$ cat src/rtl/vosc_pkg.sv
`timescale 1ns / 1ps
// Package for the VOSIM oscillator: sizes, register codes, sequencer states
// and the sine-squared table function. No dependencies.
package vosc_pkg;

    localparam int CHANNELS_DEF   = 16;
    localparam int TABLE_SIZE_DEF = 512;

    localparam int CH_FIELD_W = 4;
    localparam int HZ_W       = 24;
    localparam int OUT_W      = 16;
    localparam int SP_W       = 32;
    localparam int GAIN_W     = 17;
    localparam int PHASE_W    = 34;
    localparam int RES_W      = 32;
    localparam int INC_W      = 33;
    localparam int ROM_W      = 31;
    localparam int ADDR_W     = 4;
    localparam int DATA_W     = 32;

    localparam logic [GAIN_W-1:0] GAIN_ONE = 17'h10000;
    localparam logic [63:0]       PI_Q30   = 64'd3373259426;

    // register indexes (paddr[3:2])
    localparam logic [1:0] REG_SAMPLE_PERIOD = 2'd0;
    localparam logic [1:0] REG_DECAY_GAIN    = 2'd1;
    localparam logic [1:0] REG_DUTY_LIMIT    = 2'd2;

    // input commands
    localparam logic CMD_SAMPLE = 1'b0;
    localparam logic CMD_RESET  = 1'b1;

    typedef enum logic [4:0] {
        S_CLR, S_IDLE, S_FETCH, S_MULC, S_BRANCH, S_DIVR, S_LIM, S_GAIN,
        S_DIVF, S_GMUL, S_GSET, S_POS, S_IDX, S_RD1, S_RD2, S_INTERP,
        S_VAL, S_OMUL, S_WB
    } t_state;

    // divider request
    typedef struct packed {
        logic        start;
        logic [63:0] dividend;
        logic [32:0] divisor;
    } t_div_req;

    // sin(x)^2 in Q1.30 for x in Q2.30, Taylor series to x^13
    function automatic logic [ROM_W-1:0] sinsq(input logic [63:0] x);
        logic [63:0]        term;
        logic signed [65:0] sum;
        logic [63:0]        s;
        logic [63:0]        sq;
        term = x;
        sum  = $signed({2'b00, x});
        for (int k = 1; k <= 6; k++) begin
            term = (term * x) >> 30;
            term = (term * x) >> 30;
            term = term / 64'((2 * k) * (2 * k + 1));
            if ((k % 2) == 1) begin
                sum = sum - $signed({2'b00, term});
            end else begin
                sum = sum + $signed({2'b00, term});
            end
        end
        if (sum < 0) begin
            s = 64'd0;
        end else if (sum > 66'sd1073741824) begin
            s = 64'd1073741824;
        end else begin
            s = 64'(sum);
        end
        sq = (s * s) >> 30;
        return sq[ROM_W-1:0];
    endfunction

endpackage

$ cat src/rtl/vosc_div.sv
`timescale 1ns / 1ps
// Restoring radix-2 divider, 64-bit dividend by 33-bit divisor, one bit per
// cycle. Depends on vosc_pkg.
module vosc_div (
    input  logic                i_clk,
    input  logic                i_rst_n,
    input  vosc_pkg::t_div_req  i_req,
    output logic                o_done,
    output logic [63:0]         o_quot
);

    logic        r_busy, n_busy;
    logic        r_done, n_done;
    logic [5:0]  r_cnt, n_cnt;
    logic [33:0] r_rem, n_rem;
    logic [63:0] r_dvd, n_dvd;
    logic [32:0] r_dsr, n_dsr;
    logic [33:0] trial;
    logic        fits;

    // one quotient bit: shift in, compare, subtract
    assign trial = {r_rem[32:0], r_dvd[63]};
    assign fits  = (trial >= {1'b0, r_dsr});

    always_comb begin
        n_busy = r_busy;
        n_done = 1'b0;
        n_cnt  = r_cnt;
        n_rem  = r_rem;
        n_dvd  = r_dvd;
        n_dsr  = r_dsr;
        if (i_req.start) begin
            n_busy = 1'b1;
            n_cnt  = '0;
            n_rem  = '0;
            n_dvd  = i_req.dividend;
            n_dsr  = i_req.divisor;
        end else if (r_busy) begin
            n_rem = fits ? (trial - {1'b0, r_dsr}) : trial;
            n_dvd = {r_dvd[62:0], fits};
            n_cnt = r_cnt + 6'd1;
            if (r_cnt == 6'd63) begin
                n_busy = 1'b0;
                n_done = 1'b1;
            end
        end
    end

    always_ff @(posedge i_clk) begin
        if (!i_rst_n) begin
            r_busy <= 1'b0;
            r_done <= 1'b0;
            r_cnt  <= '0;
        end else begin
            r_busy <= n_busy;
            r_done <= n_done;
            r_cnt  <= n_cnt;
        end
        r_rem <= n_rem;
        r_dvd <= n_dvd;
        r_dsr <= n_dsr;
    end

    assign o_done = r_done;
    assign o_quot = r_dvd;

endmodule

$ cat config.mk
export PLATFORM = sky130hd
export DESIGN_NAME = vosc_div
export DESIGN_NICKNAME = d
export VERILOG_FILES = /design/src/rtl/vosc_pkg.sv /design/src/rtl/vosc_div.sv
export SDC_FILE = /design/constraint.sdc
export NUM_CORES = 1
export LEC_CHECK = 0
export BUFFER_PORTS_ARGS = -buffer_cell sky130_fd_sc_hd__buf_4
export CAP_MARGIN = 20
export CORE_MARGIN = 2
export CORE_UTILIZATION = 55
export DETAILED_ROUTE_END_ITERATION = 7
export PLACE_DENSITY = 0.81
export SLEW_MARGIN = 0
export SYNTH_ARGS = -nofsm -noshare
export SYNTH_HDL_FRONTEND = slang
export SYNTH_SLANG_ARGS = --single-unit
$ cat constraint.sdc
create_clock -name i_clk -period 3.71 [get_ports i_clk]
set_input_delay 0.371 -clock i_clk [delete_from_list [all_inputs] [get_ports i_clk]]
set_output_delay 0.371 -clock i_clk [all_outputs]
set_load 0.05 [all_outputs]
==> metrics.md <==
| Metric | Value |
|---|---|
| First-pass GRT wire length | roughly 29000 um |
| RSZ-0062 raised after global routing | false |
| Final Critical Period | 3.256 ns |
| Mean Syn Cell Area | between 10 and 15 um^2 |
| Initial antenna violation count | 0 |
| Depth of the CTS H-tree | 4 |
| Setup TNS | 0 ns |
| Worst VDD drop | 491.2 uV |
| Syn Inst Count | 688 |
| Critical path data arrival time | 3.43 ns |
| Routed Antenna Nets | 0 |
| Max clock buf depth | 2 |
| Number of global-route vias before repair | roughly 6k |
| Crit end category | flip-flop |
| Vias/cell | 5.705 |
| Max_cap viols | 0 |
| Post-CTS setup buffers | 0 |
| Startpoint Class | flip-flop |
| DRT Pass-1 Iters | 8 |
| Synth area leaders | edfxtp_1 (39%), dfxtp_1 (11%), mux2_2 (9.9%) |
| Lkg Pwr | 3.930 nW |
| PwrDens | roughly 510 nW/um^2 |
| IO Port Bufs | 164 |
| Status | finished clean |
| Main flop type after synthesis | edfxtp_1 |
| Distinct cells, synth | 66 |
| Total grt overflow | 0 |
| Slew HR | 54.27% |
| Clock root buffer | clkbuf_16 |
| Post-DP Area | 8871 um^2 |
| Die width | 120.9 um |
| Initial Utilization | 56.56% |
| Layout Nets | 977 |
| Layout cell share with drive strength beyond 1 | 33.57% |
| Most frequent cell after synthesis | edfxtp_1 |
| Post-route DRC | 0 |
| Setup violations, final | 0 |
| Drt initial violations | 359 |
| Cell area after synthesis | 7520 um^2 |
| I/O pin total | 165 |
| CTS tree | yes |
| Slew Viols, Final | 0 |
| Ys Warns | 0 |
| Final worst-path cycle share | between 80% and 90% |
| Post-cts hold buffer count | 0 |
| Core area | approximately 13000 um^2 |
| Pin count of the biggest net entering global routing | 106 |
| Fmax | 0.3071 GHz |
| Final Hold Viols | 0 |
| All-Layer GR Usage | roughly a quarter |
| Worst Hold Class | input pin to flip-flop |
| CTS Buf Count | 17 |
| Area growth syn-to-layout | 25.44% |
| Synthesized flop and latch total | 138 |
| Post-synthesis async set-or-reset flop share | 0% |
| Setup CP Type | flip-flop to flip-flop |
| Part of the Yosys area used for sequential elements | 49.65% |
| Top cells by count, synth | edfxtp_1 (97), nor2_1 (68), mux2_2 (66) |
| # clock sinks | 138 |
| Worst-path clk slew | 0.06 ns |
| Worst skew pair latency | 0.43 ns |
| Syn Nets | ~820 |
| Final instance area | ~9400 um^2 |
| # diodes | 0 |
| Post-synth EDFFs | 97 |
| Worst Hold Slack | approximately 0.11 ns |
| Worst Tran Pin Value | 0.6859 ns |
| Max FO, Critical Path | 12 |
| Via count | around 5.9k |
| Die ar. | 14620 um^2 |
| Yosys top cell area share | about 39% |
| Row Count | 42 |
| Die H | 120.9 um |
| Area leader, netlist | edfxtp_1 |
| Final weighted congestion in routability-driven placement | 0.9322 |
| Wirelength per Cell | 17.68 um |
| Skew final | between 0.009 and 0.01 ns |
| Routed WL | between 15000 and 20000 um |
| Cts repair resizes | 0 |
| Worst Path Required | 3.88 ns |
| Dpl hpwl | 13130 um |
-- sequential cells by signal, indices dropped and copies added (netlist names) --
register	count
o_quot	64
r_rem	33
r_dsr	33
r_cnt	6
r_busy	1
o_done	1
-- routing by layer --
| metal | routed length [um] | track usage [%] |
|---|---|---|
| met1 | 7197 | 29.33 |
| met2 | 9187 | 43.61 |
| met3 | 1496 | 9.211 |
| met4 | 349 | 9.593 |
| met5 | 0 | 0 |
-- power by group --
part | switching [mW] | total (mW) | internal, mW
sequential | 0.0918 | 1.91 | 1.82
combinational | 0.786 | 1.29 | 0.500
clock | 0.675 | 1.62 | 0.942
total | 1.55 | 4.81 | 3.26
-- through the flow --
stage          total power, mW  utilization, %  setup slack (ns)  cells
3_5_place_dp             3.211           66.72            0.4827    999
6_report                 4.811           70.95            0.4538   1031
3_3_place_gp             3.174           66.72            0.5706    999
4_1_cts                  4.832           70.95            0.4612   1031
5_1_grt                  5.013           70.95            0.2209   1031
2_1_floorplan            2.845               -            0.5825    688
-- cells in the final DEF, fill, tap and decap left out, types with 8 or more instances in the layout --
| cell | instances |
|---|---|
| xor2_1 | 8 |
| dfxtp_1 | 40 |
| xnor2_1 | 18 |
| mux2_2 | 66 |
| mux2i_1 | 15 |
| ha_1 | 34 |
| a21oi_1 | 50 |
| o21ai_0 | 22 |
| clkbuf_16 | 17 |
| inv_1 | 40 |
| a21o_1 | 10 |
| buf_4 | 170 |
| nor2_1 | 68 |
| edfxtp_1 | 97 |
| nor3_1 | 12 |
| nand2_1 | 47 |
| nand4_1 | 9 |
| nand3_1 | 12 |
| a211oi_1 | 18 |
-- area by class of cell --
class | instances | area, um^2
fillers | 941 | 3862
flip-flops and latches | 138 | 3735
multi-input cells | 473 | 3450
repair buffers | 172 | 1316
clock buffers | 19 | 442.9
well taps | 176 | 220.2
inverters | 40 | 150.1
clock inverters | 13 | 118.9
-- critical path, stage by stage, from the launching register on --
cell	delay, ns
edfxtp_1	0.41
inv_1	0.08
ha_1	0.15
inv_1	0.05
fa_1	0.40
a21oi_1	0.28
o211ai_1	0.15
a31oi_1	0.30
a311oi_2	0.21
or2_1	0.44
buf_4	0.26
mux2_2	0.27
-- final timing paths --
check,startpoint,endpoint,slack (ns),depth (start not counted)
worst max-delay path,o_quot[63],o_quot[0],0.45,11
worst min-delay path,i_req[30],r_dsr[30],0.11,1
worst max register to register,o_quot[63],o_quot[0],0.45,11
worst min register to register,r_cnt[5],r_cnt[5],0.50,2
-- cells by family (layout without fill, tap and decap cells) --
group | Yosys count | in the layout | synth area share [%]
compound gates | 153 | 153 | 14.14
xor+xnor | 26 | 26 | 3.028
simple gates | 176 | 176 | 10.60
mux | 83 | 83 | 12.18
fa+ha+maj | 35 | 35 | 5.923
buf+inv | 77 | 244 | 4.476
flops | 138 | 138 | 49.65
Note: power is estimated with default switching activity, not from simulation.
